**src/rtl/fssc_delay.sv**
```systemverilog
module fssc_delay #(
   parameter int W     = 8,
   parameter int Depth = 4
) (
   input  logic         clock,
   input  logic [W-1:0] din,
   output logic [W-1:0] dout
);

   logic [W-1:0] data_ff [Depth];

   always_ff @(posedge clock) begin
      data_ff[0] <= din;
      for (int i = 1; i < Depth; i++) data_ff[i] <= data_ff[i-1];
   end

   assign dout = data_ff[Depth-1];

endmodule

```
**config.mk**
```make
export PLATFORM = sky130hd
export DESIGN_NAME = fssc_delay
export DESIGN_NICKNAME = d
export VERILOG_FILES = /design/src/rtl/fssc_delay.sv
export SDC_FILE = /design/constraint.sdc
export NUM_CORES = 1
export LEC_CHECK = 0
export ABC_AREA = 1
export CAP_MARGIN = 20
export CORE_MARGIN = 10
export CORE_UTILIZATION = 30
export CTS_BUF_LIST = sky130_fd_sc_hd__clkbuf_2
export DETAILED_ROUTE_END_ITERATION = 6
export DONT_BUFFER_PORTS = 1
export HOLD_SLACK_MARGIN = 0.08
export PLACE_DENSITY_LB_ADDON = 0.1
export SYNTH_ARGS = -nofsm -noshare
export SYNTH_HDL_FRONTEND = slang
export SYNTH_SLANG_ARGS = --single-unit
```
**constraint.sdc**
```tcl
create_clock -name clock -period 0.8 [get_ports clock]
set_input_delay 0.04 -clock clock [delete_from_list [all_inputs] [get_ports clock]]
set_output_delay 0.04 -clock clock [all_outputs]
set_load 0.005 [all_outputs]
```
==> impl_results.md, run 1 <==
- Largest net degree at the start of global routing: 10
- Cell count after synthesis: 32
- Largest area contributor in the netlist: dfxtp_1
- Critical Path Start Type: flop
- RSZ-0062 raised after global routing: false
- Finished Cell Area: 797 sq um
- Core ar.: between 2000 and 2500 sq um
- Final hold vios: 0
- GR Util All Layers: 4.07%
- Row count: 16
- Max reg flops: 32
- Register area share after synthesis: 100%
- Number of DRC markers in iteration 0: 2
- Outcome: finished clean
- Vias in the first global route: approximately 260
- Crit Path Class: reg -> out
- Total grt overflow: 0
- Endpoints failing setup: 0
- Post-Syn Area per Cell: around 20 sq um
- Final GP Congestion: 0.553
- Critical Path End Type: output port
- Max Slew Vio Count: 0
- H-Tree Depth: 2
- Switch Pwr: roughly 0.48 mW
- Top flop regs: data_ff x32
- Worst-Margin Slew: ~0.14 ns
- CTS Sinks: 32
- Critical path arrival: 0.69 ns
- IO Count: 17
- P_leak: around 0.33 nW
- Source of the worst hold timing path: din[1]
- Clk slew on worst S/H paths: 0.14 ns
- Worst Path Max Fanout: 1
- Initial core utilization: about a third
- VDD IR max: 1260 uV
- Multi-input comb cells: 0
- Metal2 WL: between 300 and 400 um
- Wl on met1: 271 um
- Port-buffer cells: 0
- Vias per cell: ~3.3
- Vias: between 200 and 250
- Remaining routing DRC violations: 0
- Post-synth EDFFs: 0
- Fin nets: 56
- Most used DFF post-synth: dfxtp_1
- Post-route antenna net violation count: 0
- Antenna fix cells: 0
- Async SR Flop Fraction: 0%
- Clock Power Share: around 28%
- Post-Syn Area: ~640 sq um
- Die width: roughly 66 um
- Syn_nets: ~40
- Biggest register: data_ff
- Cell variety after synth: 1
- Crit share post-route: approximately nine tenths
- Worst hold stages: 1
- Reg2Reg Setup Slack: 0.38 ns
- Synth area leaders: dfxtp_1 (100%)
- CTS tree: yes
- Drt wl/cell: around 10 um
- Count leader, synth: dfxtp_1
- Relative slew margins: between 90% and 100%
- Most frequent cells after synthesis: dfxtp_1 (32)
- Tmin final: 0.728 ns
- Reg2reg path depth: 0
- Final WL: 738 um
- Total power: 2.42 mW
- Initial antenna violation count: 0
- R2R Path End: data_ff[2][2]
- Yosys warns: 0
- WP data required: 0.76 ns
- Multi-input gate area: 0 sq um
- Non-filler cells, final: 75
- Combinational power share: ~1.2%
- Reg power frac: between 70 and 80%
- Clock Path Buffers: 2
- Fraction of power spent switching nets: between 10% and 20%
- Setup tns final: 0 ns
- Clock Skew: 0.0117 ns
- Die area: 4380 sq um
- P&R area growth vs syn: 24.4%
- Share of cells above drive strength 1: a little over a fifth
- Die height: around 66 um
- Global-route wire length before repair: around 1100 um
- Fillers: 199
- Clk Latency, worst-skew pair: approximately 0.33 ns
- Worst Hold End: data_ff[0][1]
- Share of the synthesized area in the top cell type: between 90% and 100%
- Worst Hold Class: in -> reg
- Inst Count DP: between 50 and 60
- R2R Path Start: data_ff[1][2]
- Pwr Density: approximately 3000 nW/um^2
- Internal power: ~1.9 mW
- Cell Area, Placed: 674 sq um
- Fmax: about 1400 MHz
- Root Buffer: clkbuf_2
- MaxCap Viol Count: 0
- Total CTS buffers: 5
- Seq cells post-synth: 32
- Max layer used: met4
- Post-CTS Setup Bufs: 0
- Met3 routed WL: about 110 um
- Drt pass-1 iters: 2
- Worst hold margin: around 0.25 ns
layer usage:
metal / GRT usage [%] / vias up
li1: - / 126
met1: 2.99 / 104
met2: 4.67 / 14
met3: 4.75 / 4
met4: 5.50 / 0
met5: 0 / -
worst max-delay path by stage:
stage	slack, ns	to	depth (start not counted)	start
floorplan	0.42	data_ff[1][0]	0	data_ff[0][0]
global placement	0.41	data_ff[1][3]	0	data_ff[0][3]
detailed placement	0.40	data_ff[1][2]	0	data_ff[0][2]
CTS	0.03	dout[3]	0	data_ff[3][3]
global route	0.003	dout[3]	0	data_ff[3][3]
finish	0.07	dout[7]	0	data_ff[3][7]
final cells by class:
type	count	area (sq um)	share of cell area, %
Clock inverter	1	3.75	0.471
Clock buffer	7	35.0	4.40
Sequential cell	32	644	80.8
Tap cell	27	33.8	4.24
Timing Repair Buffer	8	80.1	10.0
cell usage in the layout (no fill, tap or decap), drive strengths merged:
cell type    synthesis  routed
clkbuf               0       7
clkinv               0       1
dfxtp               32      32
dlygate4sd3          0       8
metrics by stage:
stage,worst slack [ns],util [%]
2_1_floorplan,0.420,-
3_3_place_gp,0.414,33.7
3_5_place_dp,0.398,33.7
4_1_cts,0.0295,39.6
5_1_grt,0.00295,39.8
6_report,0.0715,39.8
repair_timing:
action,4_1_cts,5_1_grt
hold buffers,8,0
resized for setup,0,3
hold endpoints to repair,8,0
setup endpoints to repair,0,3
power by group through the flow:
stage / combinational, mW / clock, mW / sequential (mW)
final: 0.0294 / 0.686 / 1.70
after global routing: 0.0324 / 0.809 / 1.72
after CTS: 0.0302 / 0.729 / 1.70
after detailed placement: 0 / 0 / 1.74
after global placement: 0 / 0 / 1.74
after floorplan: 0 / 0 / 1.73
cells by family after synthesis:
group  share of synthesized area [%]
flops                            100
(Power assumes the default switching activity.)
==> inputs of run 2 (changes only) <==
- REMOVE_ABC_BUFFERS: unset -> 1
- SKIP_CTS_REPAIR_TIMING: unset -> 1
==> run 2 against run 1 <==
  * Count of clock-buffer cells in the layout is the same
  * Cell count is the same
  * First-iteration DRC count grew 50%
  * Clock power is essentially flat
  * Die area is the same
  * Cell area is the same
  * Combinational power is essentially flat
  * Critical path type unchanged
  * Sequential share of layout area is the same
  * Fmax is essentially flat
  * Critical endpoint unchanged
  * Largest power group unchanged
==> impl_results.md, run 2 (synthesis gave the netlist of run 1 again) <==
- Outcome: finished clean (unchanged)
- Cell Area, Placed: 674 sq um (unchanged)
- Worst Path Max Fanout: 1 (unchanged)
- Biggest register: data_ff (unchanged)
- Vias in the first global route: 235 (was 255)
- Die width: 66.2 um (unchanged)
- Largest net degree at the start of global routing: 10 (unchanged)
- Finished Cell Area: 797 sq um (unchanged)
- GR Util All Layers: 3.97% (was 4.07%)
- VDD IR max: 1260 uV (about the same)
- Max reg flops: 32 (unchanged)
- Vias: 248 (unchanged)
- Combinational power share: 1.2% (about the same)
- Clock Power Share: 28.4% (about the same)
- H-Tree Depth: 2 (unchanged)
- Fin nets: 56 (unchanged)
- Worst hold margin: 0.251 ns (about the same)
- R2R Path End: data_ff[2][2] (unchanged)
- Final GP Congestion: 0.553 (unchanged)
- Global-route wire length before repair: 1080 um (was 1140 um)
- WP data required: 0.76 ns (about the same)
- Critical Path End Type: output port (unchanged)
- Fillers: 200 (was 199)
- Worst hold stages: 1 (unchanged)
- Setup tns final: 0 ns (unchanged)
- Reg power frac: 70.4% (about the same)
- Clock Path Buffers: 2 (unchanged)
- Clock Skew: 0.0121 ns (was 0.0117 ns)
- Crit share post-route: 91.1% (about the same)
- CTS tree: yes (unchanged)
- Clk slew on worst S/H paths: 0.14 ns (about the same)
- Multi-input comb cells: 0 (unchanged)
- Total CTS buffers: 5 (unchanged)
- Max Slew Vio Count: 0 (unchanged)
- Worst Hold End: data_ff[0][1] (unchanged)
- Total grt overflow: 0 (unchanged)
- Antenna fix cells: 0 (unchanged)
- Most frequent cells in the layout: dfxtp_1 (29), dlygate4sd3_1 (8), clkbuf_2 (7) (unchanged)
- Total power: 2.42 mW (about the same)
- Crit Path Class: reg -> out (unchanged)
- Final hold vios: 0 (unchanged)
- MaxCap Viol Count: 0 (unchanged)
- Remaining routing DRC violations: 0 (unchanged)
- CTS Sinks: 32 (unchanged)
- Internal power: 1.94 mW (about the same)
- Crit. Startpoint: data_ff[3][7] (unchanged)
- Reg2Reg Setup Slack: 0.38 ns (about the same)
- Number of DRC markers in iteration 0: 3 (was 2)
- Die height: 66.2 um (unchanged)
- Port-buffer cells: 0 (unchanged)
- Fmax: 1370 MHz (about the same)
- Row count: 16 (unchanged)
- Initial antenna violation count: 0 (unchanged)
- Inst Count DP: 59 (unchanged)
- Final WL: 741 um (was 738 um)
- R2R Path Start: data_ff[1][2] (unchanged)
- Fin util: 39.8% (unchanged)
- Core ar.: 2000 sq um (unchanged)
- Critical Path Start Type: flop (unchanged)
- Initial core utilization: 32.0% (unchanged)
- Share of cells above drive strength 1: 20.8% (unchanged)
- Reg2reg path depth: 0 (unchanged)
- Commonest non-fill, non-tap cell in the layout: dfxtp_1 (unchanged)
- Relative slew margins: 90.6% (was 90.7%)
- Die area: 4380 sq um (unchanged)
- Pwr Density: 3030 nW/um^2 (about the same)
- Non-filler cells, final: 75 (unchanged)
- Fraction of power spent switching nets: 19.8% (was 19.7%)
- RSZ-0062 raised after global routing: false (unchanged)
- Post-route antenna net violation count: 0 (unchanged)
- Clk Latency, worst-skew pair: 0.33 ns (about the same)
- Switch Pwr: 0.478 mW (was 0.477 mW)
- IO Count: 17 (unchanged)
- Drt wl/cell: 9.88 um (was 9.84 um)
- P_leak: 0.334 nW (unchanged)
- P&R area growth vs syn: 24.4% (unchanged)
- Root Buffer: clkbuf_2 (unchanged)
- Top flop regs: data_ff x32 (unchanged)
- Source of the worst hold timing path: din[1] (unchanged)
- Drt pass-1 iters: 2 (unchanged)
- Endpoints failing setup: 0 (unchanged)
- Worst Hold Class: in -> reg (unchanged)
- Critical path arrival: 0.69 ns (about the same)
- Vias per cell: 3.31 (unchanged)
- Place WS: 0.398 ns (unchanged)
- Tmin final: 0.729 ns (was 0.728 ns)
- Multi-input gate area: 0 sq um (unchanged)
- Fin worst setup slack: 0.0709 ns (was 0.0715 ns)
- Worst-Margin Slew: 0.141 ns (was 0.140 ns)
-- run 2: cell counts in the layout (fill, tap and decap cells not counted) --
No cell type changed its count.
-- run 2: worst max path at each step --
stage / cells past startpoint / endpoint / slack [ns]
3_5_place_dp: 0 / data_ff[1][2] / 0.40
6_report: 0 / dout[7] / 0.07
2_1_floorplan: 0 / data_ff[1][0] / 0.42
5_1_grt: 0 / dout[3] / 0.003
3_3_place_gp: 0 / data_ff[1][3] / 0.41
4_1_cts: 0 / dout[3] / 0.03
-- run 2: power groups by stage --
| stage | combinational (mW) | sequential, mW | clock (mW) |
|---|---|---|---|
| 6_report | 0.0295 | 1.70 | 0.686 |
| 5_1_grt | 0.0324 | 1.72 | 0.809 |
| 4_1_cts | 0 | 1.71 | 0.729 |
| 3_5_place_dp | 0 | 1.74 | 0 |
| 3_3_place_gp | 0 | 1.74 | 0 |
| 2_1_floorplan | 0 | 1.73 | 0 |
-- run 2: layer usage --
layer	routed length, um	global-route usage, %	up-vias
li1	-	-	126
met1	274	2.51	104
met2	342	4.31	14
met3	106	5.59	4
met4	18	5.50	0
met5	0	0	-
-- run 2: cell type report --
cell class	count	area, sq um	area share (%)
clock buffers	7	35.0	4.40
clock inverters	1	3.75	0.471
flip-flops and latches	32	644	80.8
well taps	27	33.8	4.24
repair buffers	8	80.1	10.0
==> inputs of run 3 (changes only) <==
- MAX_ROUTING_LAYER: unset -> met4
==> run 3 against run 2 <==
  * Non-clock buffer count is the same
  * Routed wire length is 0.54% lower
  * Clock skew is 0.00079 ns higher
  * Sequential share of layout area did not move
  * Via count down 0.40%
  * Sequential power barely moved
  * Largest cell class unchanged
  * Largest power group unchanged
==> impl_results.md, run 3 (synthesis gave the netlist of run 1 again) <==
- Worst Path Max Fanout: 1 (unchanged)
- Final hold vios: 0 (unchanged)
- Tmin final: 0.730 ns (was 0.729 ns)
- CTS Sinks: 32 (unchanged)
- Biggest register: data_ff (unchanged)
- Relative slew margins: 90.6% (about the same)
- R2R Path Start: data_ff[1][2] (unchanged)
- Fmax: 1370 MHz (about the same)
- Crit Path Class: reg -> out (unchanged)
- P&R area growth vs syn: 24.4% (unchanged)
- GR Util All Layers: 4.08% (was 3.97%)
- Vias per cell: 3.29 (was 3.31)
- Largest net degree at the start of global routing: 10 (unchanged)
- Port-buffer cells: 0 (unchanged)
- Share of cells above drive strength 1: 20.8% (unchanged)
- Vias: 247 (was 248)
- Die height: 66.2 um (unchanged)
- Pwr Density: 3040 nW/um^2 (was 3030 nW/um^2)
- Fillers: 200 (unchanged)
- Core ar.: 2000 sq um (unchanged)
- Worst hold stages: 1 (unchanged)
- Clk Latency, worst-skew pair: 0.33 ns (about the same)
- Die area: 4380 sq um (unchanged)
- Outcome: finished clean (unchanged)
- Fin nets: 56 (unchanged)
- Row count: 16 (unchanged)
- Crit share post-route: 91.3% (was 91.1%)
- Die width: 66.2 um (unchanged)
- Remaining routing DRC violations: 0 (unchanged)
- Endpoints failing setup: 0 (unchanged)
- Total power: 2.42 mW (about the same)
- Clock Path Buffers: 2 (unchanged)
- WP data required: 0.76 ns (about the same)
- Multi-input gate area: 0 sq um (unchanged)
- VDD IR max: 1260 uV (about the same)
- Clock Skew: 0.0129 ns (was 0.0121 ns)
- Final WL: 737 um (was 741 um)
- Root Buffer: clkbuf_2 (unchanged)
- Worst hold margin: 0.250 ns (was 0.251 ns)
- Initial core utilization: 32.0% (unchanged)
- H-Tree Depth: 2 (unchanged)
- Total CTS buffers: 5 (unchanged)
- Total grt overflow: 0 (unchanged)
- CTS tree: yes (unchanged)
- Initial antenna violation count: 0 (unchanged)
- RSZ-0062 raised after global routing: false (unchanged)
- R2R Path End: data_ff[2][2] (unchanged)
- Post-route antenna net violation count: 0 (unchanged)
- Critical Path End Type: output port (unchanged)
- Reg2Reg Setup Slack: 0.38 ns (about the same)
- Multi-input comb cells: 0 (unchanged)
- Most frequent cells in the layout: dfxtp_1 (29), dlygate4sd3_1 (8), clkbuf_2 (7) (unchanged)
- Commonest non-fill, non-tap cell in the layout: dfxtp_1 (unchanged)
- FF/Latch Area: 644 sq um (unchanged)
- Vias in the first global route: 236 (was 235)
- P_leak: 0.334 nW (unchanged)
- MaxCap Viol Count: 0 (unchanged)
- Clk slew on worst S/H paths: 0.14 ns (about the same)
- Critical Path Start Type: flop (unchanged)
- Drt pass-1 iters: 3 (was 2)
- Worst Hold Class: in -> reg (unchanged)
- Setup tns final: 0 ns (unchanged)
- Worst Hold End: data_ff[0][1] (unchanged)
- Final GP Congestion: 0.555 (was 0.553)
- Reg2reg path depth: 0 (unchanged)
- Max Slew Vio Count: 0 (unchanged)
- Max reg flops: 32 (unchanged)
- Top flop regs: data_ff x32 (unchanged)
- Antenna fix cells: 0 (unchanged)
- Drt wl/cell: 9.83 um (was 9.88 um)
- Number of DRC markers in iteration 0: 3 (unchanged)
- Worst-Margin Slew: 0.141 ns (about the same)
- Critical path arrival: 0.69 ns (about the same)
- IO Count: 17 (unchanged)
- Global-route wire length before repair: 1070 um (was 1080 um)
- Source of the worst hold timing path: din[1] (unchanged)
run 3: cell counts in the layout (fill, tap and decap cells not counted):
Identical to the previous run, type by type.
run 3: area by class of cell:
type,count,area share [%]
clock buffer,7,4.40
clock inverter,1,0.471
sequential,32,80.8
tap,27,4.24
timing repair buffer,8,10.0
run 3: how the worst max path moves through the flow:
stage | to | depth (start not counted) | slack (ns) | from
global route | dout[3] | 0 | 0.003 | data_ff[3][3]
finish | dout[7] | 0 | 0.07 | data_ff[3][7]
floorplan | data_ff[1][0] | 0 | 0.42 | data_ff[0][0]
CTS | dout[3] | 0 | 0.03 | data_ff[3][3]
detailed placement | data_ff[1][2] | 0 | 0.40 | data_ff[0][2]
global placement | data_ff[1][3] | 0 | 0.41 | data_ff[0][3]
run 3: through the flow:
step | utilization (%) | cells | area (sq um) | setup slack, ns
3_5_place_dp | 33.7 | 59 | 674 | 0.398
5_1_grt | 39.8 | 75 | 797 | 0.00295
2_1_floorplan | - | 32 | 641 | 0.420
4_1_cts | 35.6 | 67 | 713 | 0.0295
3_3_place_gp | 33.7 | 59 | 674 | 0.414
6_report | 39.8 | 75 | 797 | 0.0696
run 3: per-layer routing:
metal	vias up	share of wire, %	track usage, %
met3	3	16	4.58
met1	103	35	3.09
met4	0	2.8	5.50
met2	14	45	4.31
li1	127	-	-
met5	-	0	-
run 3: power breakdown:
| group | internal [mW] | switching (mW) | total, mW |
|---|---|---|---|
| combinational | 0.0256 | 0.00391 | 0.0295 |
| clock | 0.235 | 0.452 | 0.686 |
| sequential | 1.68 | 0.0227 | 1.70 |
| total | 1.94 | 0.478 | 2.42 |
