### src/rtl/fssc_pkg.sv
package fssc_pkg;

   localparam int RecipBits   = 32;
   localparam int ScaleStages = 4;
   localparam int PipeDepth   = 1 + RecipBits + 2 * ScaleStages + 1;

   localparam logic [31:0] RecipAllOnes = 32'hFFFF_FFFF;

   localparam logic [31:0] RstTargetLatency  = 32'd64;
   localparam logic [31:0] RstMinGranularity = 32'd8;
   localparam logic [10:0] RstLatencyCount   = 11'd8;
   localparam logic [31:0] RstUnitWeight     = 32'd1024;

   typedef enum logic [1:0] {
      CSR_TARGET_LATENCY,
      CSR_MIN_GRANULARITY,
      CSR_LATENCY_TASK_COUNT,
      CSR_UNIT_WEIGHT
   } csr_idx_type;

   typedef struct packed {
      logic [10:0] task_count;
      logic [31:0] queue_weight;
      logic [31:0] entity_weight;
      logic        on_queue;
      logic [47:0] run_time;
      logic [47:0] ran_since_pick;
      logic [63:0] curr_vruntime;
      logic [63:0] leftmost_vruntime;
      logic        preemptible;
   } req_type;

   typedef struct packed {
      logic [63:0] time_slice;
      logic [63:0] virtual_slice;
      logic [63:0] vruntime_increase;
      logic        reschedule;
   } rsp_type;

   typedef struct packed {
      logic [31:0] target_latency;
      logic [31:0] min_granularity;
      logic [10:0] latency_task_count;
      logic [31:0] unit_weight;
   } cfg_type;

   typedef struct packed {
      logic [31:0] ew;
      logic [47:0] run;
      logic [47:0] since;
      logic [63:0] curv;
      logic [63:0] leftv;
      logic        preempt;
      logic [10:0] count;
      logic [43:0] period;
   } side_a_type;

   typedef struct packed {
      logic [31:0] ew;
      logic [47:0] run;
      logic [47:0] since;
      logic [63:0] curv;
      logic [63:0] leftv;
      logic        preempt;
      logic [10:0] count;
      logic [31:0] recip_ew;
   } side_b_type;

   typedef struct packed {
      logic [63:0] slice;
      logic [47:0] run;
      logic        unit;
      logic        resched;
   } side_c_type;

endpackage

### src/rtl/fssc_csr.sv
module fssc_csr import fssc_pkg::*; (
   input  logic        clock,
   input  logic        reset,
   input  logic        psel,
   input  logic        penable,
   input  logic        pwrite,
   input  logic [3:0]  paddr,
   input  logic [31:0] pwdata,
   output logic [31:0] prdata,
   output logic        pready,
   output cfg_type     cfg
);

   cfg_type     cfg_ff;
   csr_idx_type idx;

   assign idx    = csr_idx_type'(paddr[3:2]);
   assign pready = 1'b1;
   assign cfg    = cfg_ff;

   always_ff @(posedge clock) begin
      if (reset) begin
         cfg_ff.target_latency     <= RstTargetLatency;
         cfg_ff.min_granularity    <= RstMinGranularity;
         cfg_ff.latency_task_count <= RstLatencyCount;
         cfg_ff.unit_weight        <= RstUnitWeight;
      end else if (psel && penable && pwrite) begin
         case (idx)
            CSR_TARGET_LATENCY:     cfg_ff.target_latency     <= pwdata;
            CSR_MIN_GRANULARITY:    cfg_ff.min_granularity    <= pwdata;
            CSR_LATENCY_TASK_COUNT: cfg_ff.latency_task_count <= pwdata[10:0];
            CSR_UNIT_WEIGHT:        cfg_ff.unit_weight        <= pwdata;
            default: ;
         endcase
      end
   end

   always_comb begin
      case (idx)
         CSR_TARGET_LATENCY:     prdata = cfg_ff.target_latency;
         CSR_MIN_GRANULARITY:    prdata = cfg_ff.min_granularity;
         CSR_LATENCY_TASK_COUNT: prdata = {21'd0, cfg_ff.latency_task_count};
         CSR_UNIT_WEIGHT:        prdata = cfg_ff.unit_weight;
         default:                prdata = '0;
      endcase
   end

endmodule

### config.mk
export PLATFORM = sky130hd
export DESIGN_NAME = fssc_csr
export DESIGN_NICKNAME = d
export VERILOG_FILES = /design/src/rtl/fssc_pkg.sv /design/src/rtl/fssc_csr.sv
export SDC_FILE = /design/constraint.sdc
export NUM_CORES = 1
export LEC_CHECK = 0
export ABC_CLOCK_PERIOD_IN_PS = 4770
export BUFFER_PORTS_ARGS = -buffer_cell sky130_fd_sc_hd__buf_2
export CAP_MARGIN = 40
export CORE_UTILIZATION = 45
export CTS_BUF_LIST = sky130_fd_sc_hd__clkbuf_8 sky130_fd_sc_hd__clkbuf_16
export DETAILED_ROUTE_END_ITERATION = 6
export HOLD_SLACK_MARGIN = 0.03
export PLACE_DENSITY = 0.83
export SLEW_MARGIN = 20
export SYNTH_ARGS = -nofsm -noshare
export SYNTH_HDL_FRONTEND = slang
export SYNTH_SLANG_ARGS = --single-unit
### constraint.sdc
create_clock -name clock -period 4.77 [get_ports clock]
set_clock_uncertainty 0.15 [all_clocks]
set_input_delay 0.954 -clock clock [delete_from_list [all_inputs] [get_ports clock]]
set_output_delay 0.954 -clock clock [all_outputs]
set_load 0.01 [all_outputs]
==> metrics.yaml, run 1 <==
synth_compound_area_share_pct: 8.28
clock_sinks: 107
drive_gt1_share_pct: 32.1
crit_slowest_cell: "mux4_2"
start_kind: "primary input"
period_minus_slack_ps: 3460
largest_reg_flops: 107
powerDensity_nw_per_um2: 255
start_util_pct: 46.3
clk_latency_ps: 360
yosys.area_share.xor_xnor_pct: 0
clk_pin_slew_ps: 90
synthDistinctLibCells: 22
syn_to_final_growth_pct: 22.3
overflow: 0
numCtsBuffers: 9
synth.top_cell.area_share_pct: 42.7
grt_pass1_wl_um: 20200
crit_type: "in -> out"
cp.required_ps: 3670
vdd_drop_max_mv: 0.137
cts_resized: 0
die_x_um: 108
synth_warnings: 0
drt_pass1_iterations: 4
place_area_um2: 5970
tightest_slew_ps: 751
post-route-period-util_pct: 72.6
wl_um: 12900
drv_slew: 0
grt_max_degree: 82
track_usage_pct: 22.2
rsz0062_at_grt: "no"
hold_path_class: "reg -> reg"
final_area_um2: 6140
maxCapViolCount: 0
synth_edf_count: 0
syn_inst: 514
ys_top_cells_by_area: "dfxtp_1 43%, mux2i_1 19%, nand2b_1 13%"
hpwl_um: 8760
cts-root-buf: "clkbuf_8"
drt_first_iter_violations: 158
yosysMostFrequentCell: "dfxtp_1"
die-area_um2: 11600
cts_max_level: 3
yosys.area_share.adder_pct: 0
drtAntennaViolNets: 0
drcViolationCount: 0
async_flop_share_pct: 0
diodes: 0
crit_chain: "buf_2 -> buf_4 -> mux4_2 -> buf_2"
leakage_nw: 2.96
syn_area_um2: 5020
fin_nets: 711
die_y_um: 108
rows: 38
cp.arrival_ps: 2360
grt_antenna_before_repair: 0
path_common_cell: "buf_2"
cts_setup_buffers: 0
synthMuxAreaShare_pct: 24.3
syn_avg_cell_area_um2: 9.77
synth_ff_type: "dfxtp_1"
netlist_top_cells_count: "107 x dfxtp_1, 104 x nand2b_1, 97 x mux2i_1"
finalSetupTns_ps: 0
core_um2: 10800
cts_tree: "done"
ys_seq_area_share_pct: 42.7
setup_viol: 0
grt_pass1_vias: 4084
synth_top_area_cell: "dfxtp_1"
yosys_register_bits: 107
synthesis.nets: 555
place_congestion: 0.759
final_util_pct: 56.6
synth_top_family_by_area: "multiplexers"
slew_headroom_pct: 49.9
clock_path_buffers: 2
wire_per_inst_um: 15.8
status: "finished clean"
max_freq_mhz: 289
hold_violations: 0
drt-vias-per-instance: 5.26
endpoint_kind: "primary output"
vias: 4289
cts_hold_buf: 0
cp_slowest_stage_delay_ps: 560
synth-simple-area-share_pct: 20.4
crit_fanout: 15
ios: 181
io_buffers: 177
## critical path, delay by kind of cell
| family | cells | cell delay, ps |
|---|---|---|
| mux | 1 | 560 |
| buf+inv | 3 | 840 |
## cells by family (layout without fill, tap and decap cells)
kind of cell	after synthesis	in the layout
AND/OR/NAND/NOR	172	172
multiplexers	108	108
flip-flops	107	107
AO/OA/AOI/OAI	83	83
buffers and inverters	43	204
other	1	1
## cells in the final DEF, fill, tap and decap left out, types with 2 or more instances in the layout
master / synthesis / layout
buf_2: 4 / 177
buf_4: 8 / 10
clkbuf_8: 0 / 10
clkinv_2: 0 / 2
dfxtp_1: 107 / 107
inv_1: 0 / 2
mux2i_1: 97 / 97
mux4_2: 11 / 11
nand2_1: 22 / 22
nand2b_1: 104 / 104
nor2_1: 7 / 7
nor2b_1: 31 / 31
o21ai_0: 81 / 81
o21ai_1: 2 / 2
or3b_1: 2 / 2
## final cells by class
class                      instances  area, µm²
clock buffer                      10        138
timing repair buffer             188        981
multi-input combinational        364       2670
tap                              140        175
fill                             954       4700
clock inverter                     6       33.8
sequential                       107       2140
## metal layers
layer | track usage, % | vias to the layer above | share of wire (%)
li1 | - | 2051 | -
met1 | 27.3 | 2077 | 42
met2 | 38.2 | 141 | 50
met3 | 3.57 | 20 | 5.1
met4 | 9.30 | 0 | 1.9
met5 | 0 | - | 0
## through the flow
step | hold WS (ps) | power (W) | std cells | setup slack [ps]
after floorplan | 352 | 0.00103 | 514 | 1770
after global placement | 317 | 0.00108 | 798 | 1300
after detailed placement | 322 | 0.00109 | 799 | 1280
after CTS | 343 | 0.00158 | 815 | 1280
after global routing | 361 | 0.00163 | 815 | 1210
final | 340 | 0.00157 | 815 | 1310
## worst paths after layout
kind / slack (ps) / startpoint / endpoint / depth (start not counted)
worst min register to register: 340 / cfg[79] / cfg[79] / 2
worst max register to register: 3800 / cfg[21] / cfg[21] / 3
worst max-delay path: 1310 / paddr[2] / prdata[3] / 4
worst min-delay path: 340 / cfg[79] / cfg[79] / 2
## report_power, final
part	internal (W)	switching, W	total, W
Clock	0.000200	0.000302	0.000502
Sequential	0.000904	0.00000909	0.000913
Combinational	0.0000664	0.0000858	0.000152
Note: power is estimated with default switching activity, not from simulation.
==> inputs of run 2 (changes only) <==
--- a/config.mk
+++ b/config.mk
@@ -5,7 +5,7 @@
 export SDC_FILE = /design/constraint.sdc
 export NUM_CORES = 1
 export LEC_CHECK = 0
-export ABC_CLOCK_PERIOD_IN_PS = 4770
+export ABC_CLOCK_PERIOD_IN_PS = 3400
 export BUFFER_PORTS_ARGS = -buffer_cell sky130_fd_sc_hd__buf_2
 export CAP_MARGIN = 40
 export CORE_UTILIZATION = 45
==> constraint.sdc (replaced) <==
create_clock -name clock -period 3.4 [get_ports clock]
set_clock_uncertainty 0.15 [all_clocks]
set_input_delay 0.68 -clock clock [delete_from_list [all_inputs] [get_ports clock]]
set_output_delay 0.68 -clock clock [all_outputs]
set_load 0.01 [all_outputs]
==> metrics.yaml, run 2 (synthesized netlist as in run 1, its figures left out) <==
status: "finished clean"
period_minus_slack_ps: 2790
post-route-period-util_pct: 82.0
place_congestion: 0.786
crit_chain: "buf_2 -> mux4_2 -> buf_2"
rsz0062_at_grt: "no"
largest_reg_flops: 107
crit_fanout: 19
hold_violations: 0
path_common_cell: "buf_2"
vias: 4255
cts_max_level: 3
cp.arrival_ps: 1960
syn_to_final_growth_pct: 23.7
fin_nets: 715
final_cells: 819
die-area_um2: 11600
diodes: 0
crit_slowest_cell: "mux4_2"
grt_max_degree: 64
die_x_um: 108
start_util_pct: 46.3
wire_per_inst_um: 16.0
final_area_um2: 6210
slew_headroom_pct: 50.6
core_um2: 10800
die_y_um: 108
grt_pass1_vias: 4018
crit_type: "in -> out"
clk_latency_ps: 360
layout_common_cells: "177 x buf_2, 107 x dfxtp_1, 104 x nand2b_1, 97 x mux2i_1, 81 x o21ai_0"
clk_pin_slew_ps: 90
endpoint_kind: "primary output"
start_kind: "primary input"
drive_gt1_share_pct: 32.7
rows: 38
tightest_slew_ps: 741
ios: 181
max_freq_mhz: 359
numCtsBuffers: 9
hold_path_class: "reg -> reg"
overflow: 0
multi_input_area_um2: 2670
clock_path_buffers: 2
drcViolationCount: 0
vdd_drop_max_mv: 0.243
cts_setup_buffers: 0
drtAntennaViolNets: 0
io_buffers: 177
dp_cells: 803
fillers: 932
leakage_nw: 2.99
cts_hold_buf: 0
grt_antenna_before_repair: 1
cp_top_family: "buffers and inverters"
cp_slowest_stage_delay_ps: 590
finalSetupTns_ps: 0
drt_pass1_iterations: 4
clock_sinks: 107
place_area_um2: 6020
hpwl_um: 8950
mostFrequentLayoutCell: "buf_2"
maxCapViolCount: 0
drt_first_iter_violations: 268
cts_resized: 0
wl_um: 13100
cp.required_ps: 2570
cp_num_buf_inv: 2
cts_tree: "done"
whs_ps: 343
drv_slew: 0
cts-root-buf: "clkbuf_8"
track_usage_pct: 22.6
register_area_um2: 2140
grt_pass1_wl_um: 20200
setup_viol: 0
powerDensity_nw_per_um2: 362
drt-vias-per-instance: 5.20
-- run 2: cell count changes in the layout (fill, tap and decap cells not counted), sizes merged --
cell	previous run	this run
inv	2	1
clkbuf	10	12
clkinv	3	2
buf	188	192
-- run 2: per-stage QoR --
step / util (%) / setup WS (ps) / total power, W
2_1_floorplan: - / 952 / 0.00145
3_3_place_gp: 55.5 / 631 / 0.00152
3_5_place_dp: 55.5 / 559 / 0.00153
4_1_cts: 57.3 / 585 / 0.00226
5_1_grt: 57.3 / 476 / 0.00234
6_report: 57.3 / 611 / 0.00225
-- run 2: tightest hold or removal path: stages, from the launching register on --
cell	delay, ps
dfxtp_1	330
nand2b_1	70
mux2i_1	50
-- run 2: power by group --
| part | switching (W) | total [W] | internal, W |
|---|---|---|---|
| sequential | 0.0000129 | 0.00128 | 0.00127 |
| combinational | 0.000123 | 0.000221 | 0.0000980 |
| clock | 0.000420 | 0.000745 | 0.000325 |
| total | 0.000556 | 0.00225 | 0.00169 |
-- run 2: worst paths after layout --
path	endpoint	cells after the start	startpoint	slack [ps]
worst max-delay path	prdata[1]	3	paddr[2]	610
worst min-delay path	cfg[106]	2	cfg[106]	340
worst max register to register	cfg[1]	3	cfg[1]	2460
worst min register to register	cfg[106]	2	cfg[106]	340
-- run 2: final cells by class --
cell class,count,share of cell area (%)
flip-flops and latches,107,34.5
clock buffers,12,2.66
multi-input cells,364,42.9
clock inverters,4,0.403
repair buffers,192,16.7
well taps,140,2.82
-- run 2: routing by layer --
| layer | routed length [µm] | vias to the layer above | global-route usage, % |
|---|---|---|---|
| met2 | 6380 | 150 | 38.6 |
| li1 | - | 2059 | - |
| met5 | 12 | - | 0 |
| met4 | 306 | 2 | 9.10 |
| met3 | 674 | 25 | 3.21 |
| met1 | 5740 | 2019 | 28.5 |
==> inputs of run 3 (changes only) <==
--- a/config.mk
+++ b/config.mk
@@ -5,14 +5,14 @@
 export SDC_FILE = /design/constraint.sdc
 export NUM_CORES = 1
 export LEC_CHECK = 0
-export ABC_CLOCK_PERIOD_IN_PS = 3400
+export ABC_CLOCK_PERIOD_IN_PS = 2500
 export BUFFER_PORTS_ARGS = -buffer_cell sky130_fd_sc_hd__buf_2
 export CAP_MARGIN = 40
 export CORE_UTILIZATION = 45
 export CTS_BUF_LIST = sky130_fd_sc_hd__clkbuf_8 sky130_fd_sc_hd__clkbuf_16
 export DETAILED_ROUTE_END_ITERATION = 6
 export HOLD_SLACK_MARGIN = 0.03
-export PLACE_DENSITY = 0.83
+export PLACE_DENSITY = 0.85
 export SLEW_MARGIN = 20
 export SYNTH_ARGS = -nofsm -noshare
 export SYNTH_HDL_FRONTEND = slang
==> constraint.sdc (replaced) <==
create_clock -name clock -period 2.5 [get_ports clock]
set_clock_uncertainty 0.15 [all_clocks]
set_input_delay 0.5 -clock clock [delete_from_list [all_inputs] [get_ports clock]]
set_output_delay 0.5 -clock clock [all_outputs]
set_load 0.01 [all_outputs]
==> metrics.yaml, run 3 (synthesized netlist as in run 1, its figures left out) <==
cp_slowest_stage_delay_ps: 520
cts-root-buf: "clkbuf_8"
fin_nets: 714
r2r-end: "cfg[12]"
grt_antenna_before_repair: 1
die-area_um2: 11600
drv_slew: 0
vias: 4282
largest_reg_flops: 107
cp_top_family: "buffers and inverters"
rrSetupSlack_ps: 1550
clock_sinks: 107
cts_setup_buffers: 0
hpwl_um: 9120
place_congestion: 0.759
maxCapViolCount: 0
wl_um: 13200
rows: 38
cp.required_ps: 1850
register_area_um2: 2140
cp_num_cells: 4
cp.arrival_ps: 1590
leakage_nw: 3.00
mostFrequentLayoutCell: "buf_2"
start_util_pct: 46.3
cts_tree: "done"
drt-vias-per-instance: 5.25
final_cells: 816
vdd_drop_max_mv: 0.318
crit_fanout: 18
rr_worst_depth: 3
status: "finished clean"
cp_num_buf_inv: 3
crit_slowest_cell: "mux4_2"
hold_path_class: "in -> reg"
clk_latency_ps: 350
die_y_um: 108
grt_pass1_vias: 4055
slew_headroom_pct: 50.9
finalSetupTns_ps: 0
cts_hold_buf: 0
drt_pass1_iterations: 4
period_minus_slack_ps: 2240
drive_gt1_share_pct: 32.5
clock_path_buffers: 2
path_common_cell: "buf_2"
whs_ps: 273
grt_max_degree: 143
rsz0062_at_grt: "no"
numCtsBuffers: 9
endpoint_kind: "primary output"
drcViolationCount: 0
holdPathStages: 3
ios: 181
cts_max_level: 3
powerDensity_nw_per_um2: 502
drtAntennaViolNets: 0
whs_endpoint: "cfg[10]"
setup_viol: 0
max_freq_mhz: 446
dp_cells: 802
post-route-period-util_pct: 89.7
multi_input_area_um2: 2670
hold_violations: 0
die_x_um: 108
min_from: "pwdata[10]"
cts_resized: 0
layout_common_cells: "177 x buf_2, 107 x dfxtp_1, 104 x nand2b_1, 97 x mux2i_1, 81 x o21ai_0"
track_usage_pct: 22.6
drt_first_iter_violations: 206
crit_chain: "buf_2 -> buf_12 -> mux4_2 -> buf_2"
grt_pass1_wl_um: 20400
tightest_slew_ps: 736
fillers: 942
overflow: 0
clk_pin_slew_ps: 90
io_buffers: 177
core_um2: 10800
start_kind: "primary input"
crit_type: "in -> out"
reg2reg_from: "cfg[12]"
wire_per_inst_um: 16.1
diodes: 0
syn_to_final_growth_pct: 24.0
-- run 3: changes by cell type in the layout (fill, tap and decap cells not counted), sizes merged --
cell      change
clkinvlp      -1
buf           -1
inv           -1
bufinv        +1
clkinv        -1
-- run 3: worst max path at each step --
stage | endpoint | from | slack, ps
floorplan | prdata[11] | paddr[2] | 410
global route | prdata[0] | paddr[2] | 220
CTS | prdata[1] | paddr[2] | 250
detailed placement | prdata[8] | paddr[2] | 250
finish | prdata[8] | paddr[2] | 260
global placement | prdata[0] | paddr[2] | 270
-- run 3: worst min-delay path: cells and delay by family --
family	cells	cell delay, ps
mux	1	110
simple gates	1	40
buf+inv	1	90
-- run 3: per-stage QoR --
step	power [W]	util (%)	area [µm²]	worst slack, ps
finish	0.00313	57.4	6230	257
global route	0.00326	57.4	6230	223
CTS	0.00316	57.4	6230	253
detailed placement	0.00208	55.6	6030	254
global placement	0.00207	55.6	6030	268
floorplan	0.00197	-	5020	412
-- run 3: metal layers --
layer / GRT usage, % / part of all wire [%] / vias to the layer above
li1: - / - / 2062
met1: 28.5 / 43 / 2063
met2: 38.8 / 51 / 138
met3: 3.15 / 4.6 / 17
met4: 9.30 / 1.9 / 2
met5: 0 / 0.11 / -
-- run 3: layout make-up --
class / instances / share of cell area [%]
Clock buffer: 12 / 2.65
Multi-Input combinational cell: 364 / 42.8
Timing Repair Buffer: 191 / 16.7
Tap cell: 140 / 2.81
Clock inverter: 2 / 0.563
Sequential cell: 107 / 34.4
-- run 3: report_power, final --
| part | internal, W | leakage (nW) | switching (W) |
|---|---|---|---|
| combinational | 0.000134 | 2.03 | 0.000166 |
| sequential | 0.00173 | 0.864 | 0.0000175 |
| clock | 0.000534 | 0.104 | 0.000549 |
